[src/hw/rtl/ssag_pkg.sv]
// ---------------------------------------------------------------------------
// Strided slice address generator package
// Shared constants, command codes, types and lane helpers.
// ---------------------------------------------------------------------------
package ssag_pkg;

  localparam int MAX_RANK = 4;
  localparam int DIM_BITS = 16;
  localparam int LANES    = 4;
  localparam int LANE_W   = 16;
  localparam int AXIS_W   = (MAX_RANK > 1) ? $clog2(MAX_RANK) : 1;
  localparam int RANK_W   = 3;
  localparam int CNT_W    = DIM_BITS + 1;
  localparam int NORM_W   = DIM_BITS + 2;
  localparam int ADDR_W   = 32;
  localparam int CFG_AW   = 6;
  localparam int CFG_DW   = 64;
  localparam int MASK_W   = 4;
  localparam int ERR_W    = 2;
  localparam int OP_W     = 4;

  localparam logic [ERR_W-1:0] ERR_OK          = 2'd0;
  localparam logic [ERR_W-1:0] ERR_ZERO_STRIDE = 2'd1;
  localparam logic [ERR_W-1:0] ERR_EMPTY       = 2'd2;

  localparam logic [2:0] REG_DIMS     = 3'd0;
  localparam logic [2:0] REG_STARTS   = 3'd1;
  localparam logic [2:0] REG_ENDS     = 3'd2;
  localparam logic [2:0] REG_STRIDES  = 3'd3;
  localparam logic [2:0] REG_COLLAPSE = 3'd4;
  localparam logic [2:0] REG_RANK     = 3'd5;

  localparam logic [OP_W-1:0] OP_NONE  = 4'd0;
  localparam logic [OP_W-1:0] OP_INIT  = 4'd1;
  localparam logic [OP_W-1:0] OP_NORM  = 4'd2;
  localparam logic [OP_W-1:0] OP_CLAMP = 4'd3;
  localparam logic [OP_W-1:0] OP_DIV   = 4'd4;
  localparam logic [OP_W-1:0] OP_MUL1  = 4'd5;
  localparam logic [OP_W-1:0] OP_MUL2  = 4'd6;
  localparam logic [OP_W-1:0] OP_MUL3  = 4'd7;
  localparam logic [OP_W-1:0] OP_MUL4  = 4'd8;
  localparam logic [OP_W-1:0] OP_DONE  = 4'd9;
  localparam logic [OP_W-1:0] OP_EMIT  = 4'd10;

  typedef struct packed {
    logic [OP_W-1:0]   op;
    logic [AXIS_W-1:0] axis;
  } ssag_cmd_t;

  typedef struct packed {
    logic [AXIS_W-1:0] top_axis;
  } ssag_stat_t;

  typedef struct packed {
    logic [CFG_DW-1:0] dims;
    logic [CFG_DW-1:0] starts;
    logic [CFG_DW-1:0] ends;
    logic [CFG_DW-1:0] strides;
    logic [MASK_W-1:0] collapse;
    logic [RANK_W-1:0] rank;
  } ssag_cfg_t;

  // Low DIM_BITS bits of one 16-bit lane; axis 0 sits in the top lane.
  function automatic logic [DIM_BITS-1:0] lane_u(input logic [CFG_DW-1:0] r,
                                                 input logic [AXIS_W-1:0] ax);
    logic [LANE_W-1:0] l;
    l = r[(LANES - 1 - int'(ax)) * LANE_W +: LANE_W];
    return l[DIM_BITS-1:0];
  endfunction

  // Rank zero acts as one, anything above the maximum acts as the maximum.
  function automatic logic [RANK_W-1:0] rank_eff(input logic [RANK_W-1:0] r);
    logic [RANK_W-1:0] v;
    v = r;
    if (r == '0) v = RANK_W'(1);
    else if (int'(r) > MAX_RANK) v = RANK_W'(MAX_RANK);
    return v;
  endfunction

endpackage

[src/hw/rtl/ssag_ctrl.sv]
// ---------------------------------------------------------------------------
// Strided slice controller
// Sequences slice setup per axis and handles the request and result handshakes.
// ---------------------------------------------------------------------------
module ssag_ctrl (
  input  logic                 clk,
  input  logic                 rst,
  input  logic                 in_valid,
  output logic                 in_stall,
  input  logic                 restart,
  output logic                 out_valid,
  input  logic                 out_stall,
  input  ssag_pkg::ssag_stat_t stat,
  output ssag_pkg::ssag_cmd_t  cmd
);

  localparam int DIV_CW = $clog2(ssag_pkg::CNT_W);

  localparam logic [3:0] S_IDLE  = 4'd0;
  localparam logic [3:0] S_NORM  = 4'd1;
  localparam logic [3:0] S_CLAMP = 4'd2;
  localparam logic [3:0] S_DIV   = 4'd3;
  localparam logic [3:0] S_MUL1  = 4'd4;
  localparam logic [3:0] S_MUL2  = 4'd5;
  localparam logic [3:0] S_MUL3  = 4'd6;
  localparam logic [3:0] S_MUL4  = 4'd7;
  localparam logic [3:0] S_DONE  = 4'd8;
  localparam logic [3:0] S_EMIT  = 4'd9;

  logic [3:0]                  state, state_next;
  logic [ssag_pkg::AXIS_W-1:0] axis, axis_next;
  logic [DIV_CW-1:0]           div_cnt, div_cnt_next;
  logic                        out_valid_next;
  logic                        out_free;
  logic                        accept;

  always_comb begin
    out_free       = !out_valid || !out_stall;
    in_stall       = !((state == S_IDLE) && out_free);
    accept         = in_valid && !in_stall;
    state_next     = state;
    axis_next      = axis;
    div_cnt_next   = div_cnt;
    out_valid_next = out_valid && out_stall;
    cmd.op         = ssag_pkg::OP_NONE;
    cmd.axis       = axis;
    unique case (state)
      S_IDLE: begin
        if (accept) begin
          if (restart) begin
            cmd.op     = ssag_pkg::OP_INIT;
            axis_next  = stat.top_axis;
            state_next = S_NORM;
          end else begin
            cmd.op         = ssag_pkg::OP_EMIT;
            out_valid_next = 1'b1;
          end
        end
      end
      S_NORM: begin
        cmd.op     = ssag_pkg::OP_NORM;
        state_next = S_CLAMP;
      end
      S_CLAMP: begin
        cmd.op       = ssag_pkg::OP_CLAMP;
        div_cnt_next = '0;
        state_next   = S_DIV;
      end
      S_DIV: begin
        cmd.op       = ssag_pkg::OP_DIV;
        div_cnt_next = div_cnt + DIV_CW'(1);
        if (div_cnt == DIV_CW'(ssag_pkg::CNT_W - 1)) state_next = S_MUL1;
      end
      S_MUL1: begin
        cmd.op     = ssag_pkg::OP_MUL1;
        state_next = S_MUL2;
      end
      S_MUL2: begin
        cmd.op     = ssag_pkg::OP_MUL2;
        state_next = S_MUL3;
      end
      S_MUL3: begin
        cmd.op     = ssag_pkg::OP_MUL3;
        state_next = S_MUL4;
      end
      S_MUL4: begin
        cmd.op = ssag_pkg::OP_MUL4;
        if (axis == '0) begin
          state_next = S_DONE;
        end else begin
          axis_next  = axis - ssag_pkg::AXIS_W'(1);
          state_next = S_NORM;
        end
      end
      S_DONE: begin
        cmd.op     = ssag_pkg::OP_DONE;
        state_next = S_EMIT;
      end
      S_EMIT: begin
        if (out_free) begin
          cmd.op         = ssag_pkg::OP_EMIT;
          out_valid_next = 1'b1;
          state_next     = S_IDLE;
        end
      end
      default: state_next = S_IDLE;
    endcase
  end

  always_ff @(posedge clk) begin
    if (rst) begin
      state     <= S_IDLE;
      axis      <= '0;
      div_cnt   <= '0;
      out_valid <= 1'b0;
    end else begin
      state     <= state_next;
      axis      <= axis_next;
      div_cnt   <= div_cnt_next;
      out_valid <= out_valid_next;
    end
  end

endmodule

[config.mk]
export PLATFORM = sky130hd
export DESIGN_NAME = ssag_ctrl
export DESIGN_NICKNAME = d
export VERILOG_FILES = /design/src/hw/rtl/ssag_pkg.sv /design/src/hw/rtl/ssag_ctrl.sv
export SDC_FILE = /design/constraint.sdc
export NUM_CORES = 1
export LEC_CHECK = 0
export ABC_AREA = 1
export BUFFER_PORTS_ARGS = -buffer_cell sky130_fd_sc_hd__buf_2
export CORE_MARGIN = 2
export CORE_UTILIZATION = 45
export CTS_BUF_LIST = sky130_fd_sc_hd__clkbuf_4 sky130_fd_sc_hd__clkbuf_8
export DETAILED_ROUTE_END_ITERATION = 7
export PLACE_DENSITY = 0.68
export SLEW_MARGIN = 20
export SYNTH_ARGS = -nofsm -noshare
export SYNTH_HDL_FRONTEND = slang
export SYNTH_SLANG_ARGS = --single-unit
[constraint.sdc]
create_clock -name clk -period 3.1 [get_ports clk]
set_clock_uncertainty 0.1 [all_clocks]
set_input_delay 0.31 -clock clk [delete_from_list [all_inputs] [get_ports clk]]
set_output_delay 0.31 -clock clk [all_outputs]
set_load 0.01 [all_outputs]
==> flow_summary_export.csv <==
group,metric,value,unit
final_layout,design_area,860,sq um
drt,routed_wl,1510,um
clock_network,cts_setup_buffers,0,
clock_network,cts_made_buffers,3,
setup_path,worstSetupStartpointType,"flip-flop",
final_layout,diodes,0,
setup_path,critPathSlowestCell,"dfxtp_1",
floorplan,die-area,1980,sq um
sta,period_share,0.606,
final_layout,drive_above_1_share,0.201,
drt,ant_nets,0,
floorplan,core-area,1520,sq um
pwr,power_density,639,nW/um^2
setup_path,critPathCaptureType,"primary output",
sta,tightestPinTransition,0.243,ns
run_status,outcome,"finished clean",
placed_design,place_ws,1.47,ns
clock_network,clock_path_buffers,2,
setup_path,cp.arrival,1.47,ns
global_routing,track_usage,0.176,
pwr,p_leak,0.443,nW
sta,final-setup-viol-count,0,
global_routing,grt_max_degree,9,
yosys,syn_area_per_cell,6.30,sq um
final_layout,syn_to_final_growth,16.6,%
job,maxCapViolCount,0,
yosys,netlist-cell-type-count,19,
drt,drtPass1Iterations,4,
yosys,ys_warn_count,0,
drt,drtIter0Drc,14,
clock_network,cts_hold_buf,0,
placed_design,post_dp_cell_area,823,sq um
drt,route.detailed.drc,0,
sta,setup_slack,1.22,ns
clock_network,tritoncts,"yes",
setup_path,required,2.69,ns
clock_network,clkLatencyLatePin,0.28,ns
clock_network,htreeDepth,1,
final_layout,multiInputGateArea,418,sq um
floorplan,die_w,44.5,um
yosys,ys_seq_area_frac,0.326,
global_routing,grt_pass1_wl,2500,um
sta,setup_tns,0,ns
floorplan,initial_core_util,0.484,
yosys,ys_ff_latch,12,
setup_path,path_cells,"nor2_1, nand2_2, nor3_2, nand2_1, nand4_1, buf_2",
sta,slew_headroom,0.836,
final_layout,layout.nets,145,
sta,hold_viol_final,0,
global_routing,grt_pass1_vias,650,
setup_path,path_class,"flip-flop to primary output",
sta,whs,0.203,ns
clock_network,clkTransAtPathRegs,0.08,ns
pwr,power,0.549,mW
sta,min_period,1.88,ns
final_layout,layout_commonest_cell,"nand2_1",
floorplan,die_h,44.5,um
drt,dr_total_vias,757,
setup_path,crit_fanout,6,
worst_hold_path,hp-class,"input port to flip-flop",
global_routing,grt_overflow,0,
clock_network,cts.sinks,12,
final_layout,final_cell_mix,"nand2_1 (29), inv_1 (18), nor2_1 (17)",
yosys,synth_nets,127,
placed_design,numPortBuffers,14,
sta,slew_violations,0,
placed_design,hpwlAfterDp,1200,um
sta,rsz0062_at_grt,"false",
floorplan,rows,14,
setup_path,slowest_delay,0.35,ns
sta,max_freq,533,MHz
clock_network,cts_resized,0,
global_routing,antenna_found_initial,0,
final_layout,fillers,174,
drt,viasPerCell,5.05,
pwr,ir_worst_vdd,0.000313,V
yosys,syn-cell-area,737,sq um
floorplan,io_pins,15,
clock_network,cts_root_buf,"clkbuf_4",
final_layout,regArea,240,sq um
drt,avgRoutedWirePerCell,10.1,um
yosys,syn_inst,117,
placed_design,gp_congestion,0.877,
[synthesized netlist by cell type]
cell | count | area (sq um)
o21ai_0 | 7 | 35.0
nor2_1 | 17 | 63.8
nand3b_1 | 1 | 7.51
clkbuf_1 | 1 | 3.75
nand2_1 | 29 | 109
nand2_2 | 1 | 6.26
nand3_1 | 7 | 35.0
nand3_2 | 1 | 10.0
inv_2 | 2 | 7.51
o21ai_2 | 2 | 17.5
nor3_2 | 1 | 10.0
a21oi_1 | 8 | 40.0
a31o_2 | 1 | 8.76
a31oi_1 | 1 | 6.26
inv_1 | 18 | 67.6
nor2_2 | 1 | 6.26
nand4_1 | 4 | 25.0
ha_1 | 3 | 37.5
dfxtp_1 | 12 | 240
[final cells by class]
cell class,instances,share of cell area
Clock buffer,4,0.0422
Multi-Input combinational cell,84,0.486
Timing Repair Buffer,14,0.0815
Inverter,20,0.0873
Sequential cell,12,0.279
Tap cell,16,0.0233
[metal layers]
metal	wire, um	GRT usage	up-vias	part of all wire
li1	-	-	408	-
met1	715	0.210	332	0.47
met2	706	0.287	12	0.47
met3	49	0.0367	5	0.032
met4	41	0.109	0	0.027
met5	0	0	-	0
[critical path: cells and delay by family, from the launching register on]
family | cells | cell delay [ns]
simple gates | 5 | 0.71
buf+inv | 1 | 0.13
flops | 1 | 0.35
[power by group]
part | switching [mW] | internal, mW | total (mW)
Combinational | 0.142 | 0.0859 | 0.228
Sequential | 0.0184 | 0.176 | 0.194
Clock | 0.0556 | 0.0715 | 0.127
[flip-flops by register name (all words and copies together) (netlist names)]
signal / count
out_valid: 1
axis: 2
div_cnt: 5
state: 4
[worst paths after layout]
check / from / endpoint / slack, ns / cells after the start
worst max-delay path: state[0] / cmd[5] / 1.22 / 6
worst min-delay path: rst / div_cnt[1] / 0.20 / 2
worst max register to register: state[1] / state[2] / 1.73 / 9
worst min register to register: div_cnt[4] / div_cnt[4] / 0.37 / 2
[stage by stage]
stage               instances   util
floorplan                 117      -
global placement          146  0.540
global route              150  0.564
detailed placement        146  0.540
CTS                       150  0.564
finish                    150  0.564
[logic make-up after synthesis]
family	synth area share
AOI/OAI and AO/OA	0.146
DFF	0.326
buffers and inverters	0.107
adders and majority gates	0.0509
and+or+nand+nor	0.370
(Power assumes the default switching activity.)
