===== src/hw/rtl/ssag_pkg.sv =====
// ---------------------------------------------------------------------------
// Strided slice address generator package
// Shared constants, command codes, types and lane helpers.
// ---------------------------------------------------------------------------
package ssag_pkg;

  localparam int MAX_RANK = 4;
  localparam int DIM_BITS = 16;
  localparam int LANES    = 4;
  localparam int LANE_W   = 16;
  localparam int AXIS_W   = (MAX_RANK > 1) ? $clog2(MAX_RANK) : 1;
  localparam int RANK_W   = 3;
  localparam int CNT_W    = DIM_BITS + 1;
  localparam int NORM_W   = DIM_BITS + 2;
  localparam int ADDR_W   = 32;
  localparam int CFG_AW   = 6;
  localparam int CFG_DW   = 64;
  localparam int MASK_W   = 4;
  localparam int ERR_W    = 2;
  localparam int OP_W     = 4;

  localparam logic [ERR_W-1:0] ERR_OK          = 2'd0;
  localparam logic [ERR_W-1:0] ERR_ZERO_STRIDE = 2'd1;
  localparam logic [ERR_W-1:0] ERR_EMPTY       = 2'd2;

  localparam logic [2:0] REG_DIMS     = 3'd0;
  localparam logic [2:0] REG_STARTS   = 3'd1;
  localparam logic [2:0] REG_ENDS     = 3'd2;
  localparam logic [2:0] REG_STRIDES  = 3'd3;
  localparam logic [2:0] REG_COLLAPSE = 3'd4;
  localparam logic [2:0] REG_RANK     = 3'd5;

  localparam logic [OP_W-1:0] OP_NONE  = 4'd0;
  localparam logic [OP_W-1:0] OP_INIT  = 4'd1;
  localparam logic [OP_W-1:0] OP_NORM  = 4'd2;
  localparam logic [OP_W-1:0] OP_CLAMP = 4'd3;
  localparam logic [OP_W-1:0] OP_DIV   = 4'd4;
  localparam logic [OP_W-1:0] OP_MUL1  = 4'd5;
  localparam logic [OP_W-1:0] OP_MUL2  = 4'd6;
  localparam logic [OP_W-1:0] OP_MUL3  = 4'd7;
  localparam logic [OP_W-1:0] OP_MUL4  = 4'd8;
  localparam logic [OP_W-1:0] OP_DONE  = 4'd9;
  localparam logic [OP_W-1:0] OP_EMIT  = 4'd10;

  typedef struct packed {
    logic [OP_W-1:0]   op;
    logic [AXIS_W-1:0] axis;
  } ssag_cmd_t;

  typedef struct packed {
    logic [AXIS_W-1:0] top_axis;
  } ssag_stat_t;

  typedef struct packed {
    logic [CFG_DW-1:0] dims;
    logic [CFG_DW-1:0] starts;
    logic [CFG_DW-1:0] ends;
    logic [CFG_DW-1:0] strides;
    logic [MASK_W-1:0] collapse;
    logic [RANK_W-1:0] rank;
  } ssag_cfg_t;

  // Low DIM_BITS bits of one 16-bit lane; axis 0 sits in the top lane.
  function automatic logic [DIM_BITS-1:0] lane_u(input logic [CFG_DW-1:0] r,
                                                 input logic [AXIS_W-1:0] ax);
    logic [LANE_W-1:0] l;
    l = r[(LANES - 1 - int'(ax)) * LANE_W +: LANE_W];
    return l[DIM_BITS-1:0];
  endfunction

  // Rank zero acts as one, anything above the maximum acts as the maximum.
  function automatic logic [RANK_W-1:0] rank_eff(input logic [RANK_W-1:0] r);
    logic [RANK_W-1:0] v;
    v = r;
    if (r == '0) v = RANK_W'(1);
    else if (int'(r) > MAX_RANK) v = RANK_W'(MAX_RANK);
    return v;
  endfunction

endpackage


===== src/hw/rtl/ssag_regs.sv =====
// ---------------------------------------------------------------------------
// Strided slice configuration registers
// APB-style register file holding the slice description.
// ---------------------------------------------------------------------------
module ssag_regs (
  input  logic                         clk,
  input  logic                         rst,
  input  logic                         psel,
  input  logic                         penable,
  input  logic                         pwrite,
  input  logic [ssag_pkg::CFG_AW-1:0]  paddr,
  input  logic [ssag_pkg::CFG_DW-1:0]  pwdata,
  output logic [ssag_pkg::CFG_DW-1:0]  prdata,
  output logic                         pready,
  output ssag_pkg::ssag_cfg_t          cfg
);

  logic [2:0] idx;
  logic       wr;

  assign idx    = paddr[ssag_pkg::CFG_AW-1:3];
  assign wr     = psel && penable && pwrite;
  assign pready = 1'b1;

  always_ff @(posedge clk) begin
    if (rst) begin
      cfg.dims     <= '0;
      cfg.starts   <= '0;
      cfg.ends     <= '0;
      cfg.strides  <= '0;
      cfg.collapse <= '0;
      cfg.rank     <= ssag_pkg::RANK_W'(1);
    end else if (wr) begin
      case (idx)
        ssag_pkg::REG_DIMS:     cfg.dims     <= pwdata;
        ssag_pkg::REG_STARTS:   cfg.starts   <= pwdata;
        ssag_pkg::REG_ENDS:     cfg.ends     <= pwdata;
        ssag_pkg::REG_STRIDES:  cfg.strides  <= pwdata;
        ssag_pkg::REG_COLLAPSE: cfg.collapse <= pwdata[ssag_pkg::MASK_W-1:0];
        ssag_pkg::REG_RANK:     cfg.rank     <= pwdata[ssag_pkg::RANK_W-1:0];
        default: ;
      endcase
    end
  end

  always_comb begin
    case (idx)
      ssag_pkg::REG_DIMS:     prdata = cfg.dims;
      ssag_pkg::REG_STARTS:   prdata = cfg.starts;
      ssag_pkg::REG_ENDS:     prdata = cfg.ends;
      ssag_pkg::REG_STRIDES:  prdata = cfg.strides;
      ssag_pkg::REG_COLLAPSE: prdata = ssag_pkg::CFG_DW'(cfg.collapse);
      ssag_pkg::REG_RANK:     prdata = ssag_pkg::CFG_DW'(cfg.rank);
      default:                prdata = '0;
    endcase
  end

endmodule


===== config.mk =====
export PLATFORM = sky130hd
export DESIGN_NAME = ssag_regs
export DESIGN_NICKNAME = d
export VERILOG_FILES = /design/src/hw/rtl/ssag_pkg.sv /design/src/hw/rtl/ssag_regs.sv
export SDC_FILE = /design/constraint.sdc
export NUM_CORES = 1
export LEC_CHECK = 0
export ABC_CLOCK_PERIOD_IN_PS = 5100
export BUFFER_PORTS_ARGS = -buffer_cell sky130_fd_sc_hd__buf_4
export CAP_MARGIN = 30
export CORE_AREA = 2 2 155 157
export CTS_BUF_LIST = sky130_fd_sc_hd__clkbuf_8
export CTS_CLUSTER_DIAMETER = 50
export CTS_CLUSTER_SIZE = 28
export DETAILED_ROUTE_END_ITERATION = 10
export DIE_AREA = 0 0 157 159
export GPL_ROUTABILITY_DRIVEN = 0
export GPL_TIMING_DRIVEN = 0
export PLACE_DENSITY = 0.83
export SLEW_MARGIN = 20
export SYNTH_ARGS = -nofsm -noshare
export SYNTH_HDL_FRONTEND = slang
export SYNTH_SLANG_ARGS = --single-unit

===== constraint.sdc =====
create_clock -name clk -period 5.1 [get_ports clk]
set_input_delay 1.53 -clock clk [delete_from_list [all_inputs] [get_ports clk]]
set_output_delay 1.53 -clock clk [all_outputs]
set_load 0.01 [all_outputs]

==> insert_results.sql <==
INSERT INTO impl_metrics (metric_group, metric, value, unit) VALUES
('grt', 'residual_overflow_from_global_routing', '0', ''),
('timing', 'final.setup.worst_slack', '0.1949', 'ns'),
('min_path', 'holdCritPathClass', 'register to register', ''),
('final_layout', 'post_route_cells_drive_above_1_share', '36.16', '%'),
('route', 'drcViolationCount', '0', ''),
('clocking', 'tritoncts', 'built', ''),
('synth', 'ys.warnings.count', '0', ''),
('floorplan', 'initial_utilization', '53.51', '%'),
('clocking', 'tritoncts.num_buffers', '26', ''),
('clocking', 'post_cts_buffers', '0', ''),
('timing', 'maxSlewViolCount', '0', ''),
('pwr', 'total_power', '3.933', 'mW'),
('route', 'route.antenna.remaining_nets', '0', ''),
('timing', 'tns', '0', 'ns'),
('floorplan', 'die_area', '24960', 'sq um'),
('clocking', 'clockRootBuffer', 'clkbuf_8', ''),
('route', 'vias_per_std_cell', '5.514', ''),
('placement', 'port_buffers', '395', ''),
('clocking', 'cts_repair_resize_count', '0', ''),
('timing', 'tightestPinTransition', '1.039', 'ns'),
('pwr', 'power_frac_comb', '8.7', '%'),
('final_layout', 'syn_to_final_growth', '32.24', '%'),
('run_status', 'run_status', 'completed', ''),
('synth', 'synth.net_count', '1174', ''),
('grt', 'number_of_antenna_violations_at_the_first_check_in_global_routing', '1', ''),
('route', 'detailedRoute.firstIterationViolations', '602', ''),
('synth', 'adder_cell_area_share_of_the_yosys_netlist', '0', '%'),
('final_layout', 'largest_registers', 'cfg (263)', ''),
('placement', 'place.detailed.hpwl', '30440', 'um'),
('grt', 'first_global_vias', '10331', ''),
('placement', 'dpl_worst_slack', '0.2322', 'ns'),
('synth', 'post_synth_xor_area_fraction', '0', '%'),
('final_layout', 'largest_register', 'cfg', ''),
('timing', 'post-route-period-util', '96.18', '%'),
('route', 'final_routed_wirelength', '41070', 'um'),
('worst_setup_path', 'critical_path.startpoint_type', 'primary input', ''),
('clocking', 'worst_setup_hold_path_clk_slew', '0.10', 'ns'),
('floorplan', 'placement_rows', '56', ''),
('synth', 'post_synth_num_cell_types', '23', ''),
('floorplan', 'io-pin-count', '403', ''),
('timing', 'finalClockSkew', '0', 'ns'),
('min_path', 'whs_path_depth', '2', ''),
('pwr', 'intPower', '2.814', 'mW'),
('clocking', 'clk_path_buf_depth', '3', ''),
('pwr', 'power-per-cell-area', '239.6', 'nW/um^2'),
('clocking', 'cts_sinks', '263', ''),
('final_layout', 'layout.cell_area.non_filler', '16410', 'sq um'),
('worst_setup_path', 'crit_path_end_kind', 'primary output', ''),
('pwr', 'net-switching-power', '1.119', 'mW'),
('final_layout', 'layout.nets', '1598', ''),
('synth', 'synth.ff_latch_count', '263', ''),
('synth', 'synth_mux_area_share', '32.98', '%'),
('final_layout', 'nFillCells', '1755', ''),
('floorplan', 'die_w', '157', 'um'),
('synth', 'seq_area_frac_synth', '42.42', '%'),
('timing', 'finalSetupViolCount', '0', ''),
('timing', 'fmax', '0.2039', 'GHz'),
('route', 'via_count', '10272', ''),
('final_layout', 'finalCoreUtilization', '70.77', '%'),
('synth', 'synthesis.area_per_instance', '11.29', 'sq um'),
('worst_setup_path', 'timing_worst_setup_path_type', 'primary input to primary output', ''),
('synth', 'syn_inst', '1099', ''),
('final_layout', 'multi_input_comb_area', '6665', 'sq um'),
('worst_setup_path', 'cp.required', '3.57', 'ns'),
('timing', 'rsz_0062_raised_after_global_routing', 'false', ''),
('pwr', 'power.switching_fraction', '28.45', '%'),
('pwr', 'power_frac_seq', '52.9', '%'),
('worst_setup_path', 'reg2reg_depth', '2', ''),
('floorplan', 'floorplan.die.height', '159', 'um'),
('pwr', 'cellLeakagePower', '7.997', 'nW'),
('clocking', 'htree_levels', '1', '');
==> per-stage QoR <==
stage | cells | hold slack, ns
6_report | 1863 | 0.4955
5_1_grt | 1863 | 0.5175
4_1_cts | 1862 | 0.4963
3_5_place_dp | 1814 | 0.4791
3_3_place_gp | 1813 | 0.4695
2_1_floorplan | 1099 | 0.5015
==> layout by cell type (no fill, tap or decap), drive strengths merged <==
cell type / count
diode: 1
mux2: 5
and4b: 1
nand2b: 326
and2: 2
mux4: 61
clkbuf: 70
nor2b: 61
nand3: 1
o21ai: 1
mux2i: 266
and4: 1
buf: 443
a22oi: 4
o22ai: 2
dfxtp: 263
nand2: 5
nand3b: 1
inv: 13
conb: 1
nor2: 7
o31a: 1
clkinv: 8
==> kinds of logic (layout without fill, tap and decap cells) <==
group                  after synthesis  count (layout)
AND/OR/NAND/NOR                    405             405
flip-flops                         263             263
other                                1               2
buffers and inverters               90             534
multiplexers                       332             332
AO/OA/AOI/OAI                        8               8
==> layer usage <==
layer / share of wire (%) / GRT usage, %
met1: 40 / 40.79
met2: 49 / 54.09
met3: 7.2 / 5.716
met4: 3.5 / 11.43
met5: 0 / 0
==> worst paths after layout <==
path,from,to,slack (ns)
worst min-delay path,cfg[185]$_SDFFE_PP0P_,cfg[185]$_SDFFE_PP0P_,0.50
worst min register to register,cfg[185]$_SDFFE_PP0P_,cfg[185]$_SDFFE_PP0P_,0.50
worst max register to register,cfg[103]$_SDFFE_PP0P_,cfg[103]$_SDFFE_PP0P_,4.38
worst max-delay path,paddr[5],prdata[4],0.19
==> power groups by stage <==
stage          Clock, mW  Combinational (mW)  Sequential (mW)
6_report            1.51               0.343             2.08
3_3_place_gp           0               0.337             2.13
2_1_floorplan          0               0.182             2.13
4_1_cts             1.52               0.342             2.08
3_5_place_dp           0               0.341             2.13
5_1_grt             1.60               0.361             2.08
==> cells in the mapped netlist, drive strengths merged <==
master    n  area [sq um]
clkbuf   43         161.4
conb      1         3.750
nor2b    61         381.6
o31a      1         8.760
and4b     1         10.01
nor2      7         26.28
mux2i   266          2663
dfxtp   263          5265
o22ai     2         12.51
nand2b  326          2039
nand3b    1         7.510
and2      2         15.02
mux4     61          1374
a22oi     4         30.03
nand2     5         18.77
and4      1         8.760
mux2      5         56.30
nand3     1         5.000
buf      47         319.1
o21ai     1         5.000
==> worst max-delay path: stages <==
cell and delay [ns]:
buf_4 0.16, clkbuf_1 0.46, clkbuf_1 0.83, nor2b_1 0.18
buf_4 0.20
==> area by class of cell <==
type / count / area share [%]
Antenna cell: 1 / 0.01525
Buffer: 90 / 2.927
Clock buffer: 27 / 2.264
Clock inverter: 21 / 1.509
Multi-Input combinational cell: 746 / 40.61
Sequential cell: 263 / 32.08
Tap cell: 319 / 2.432
Timing Repair Buffer: 396 / 18.16
No activity file was read; power rests on OpenSTA's default activity.
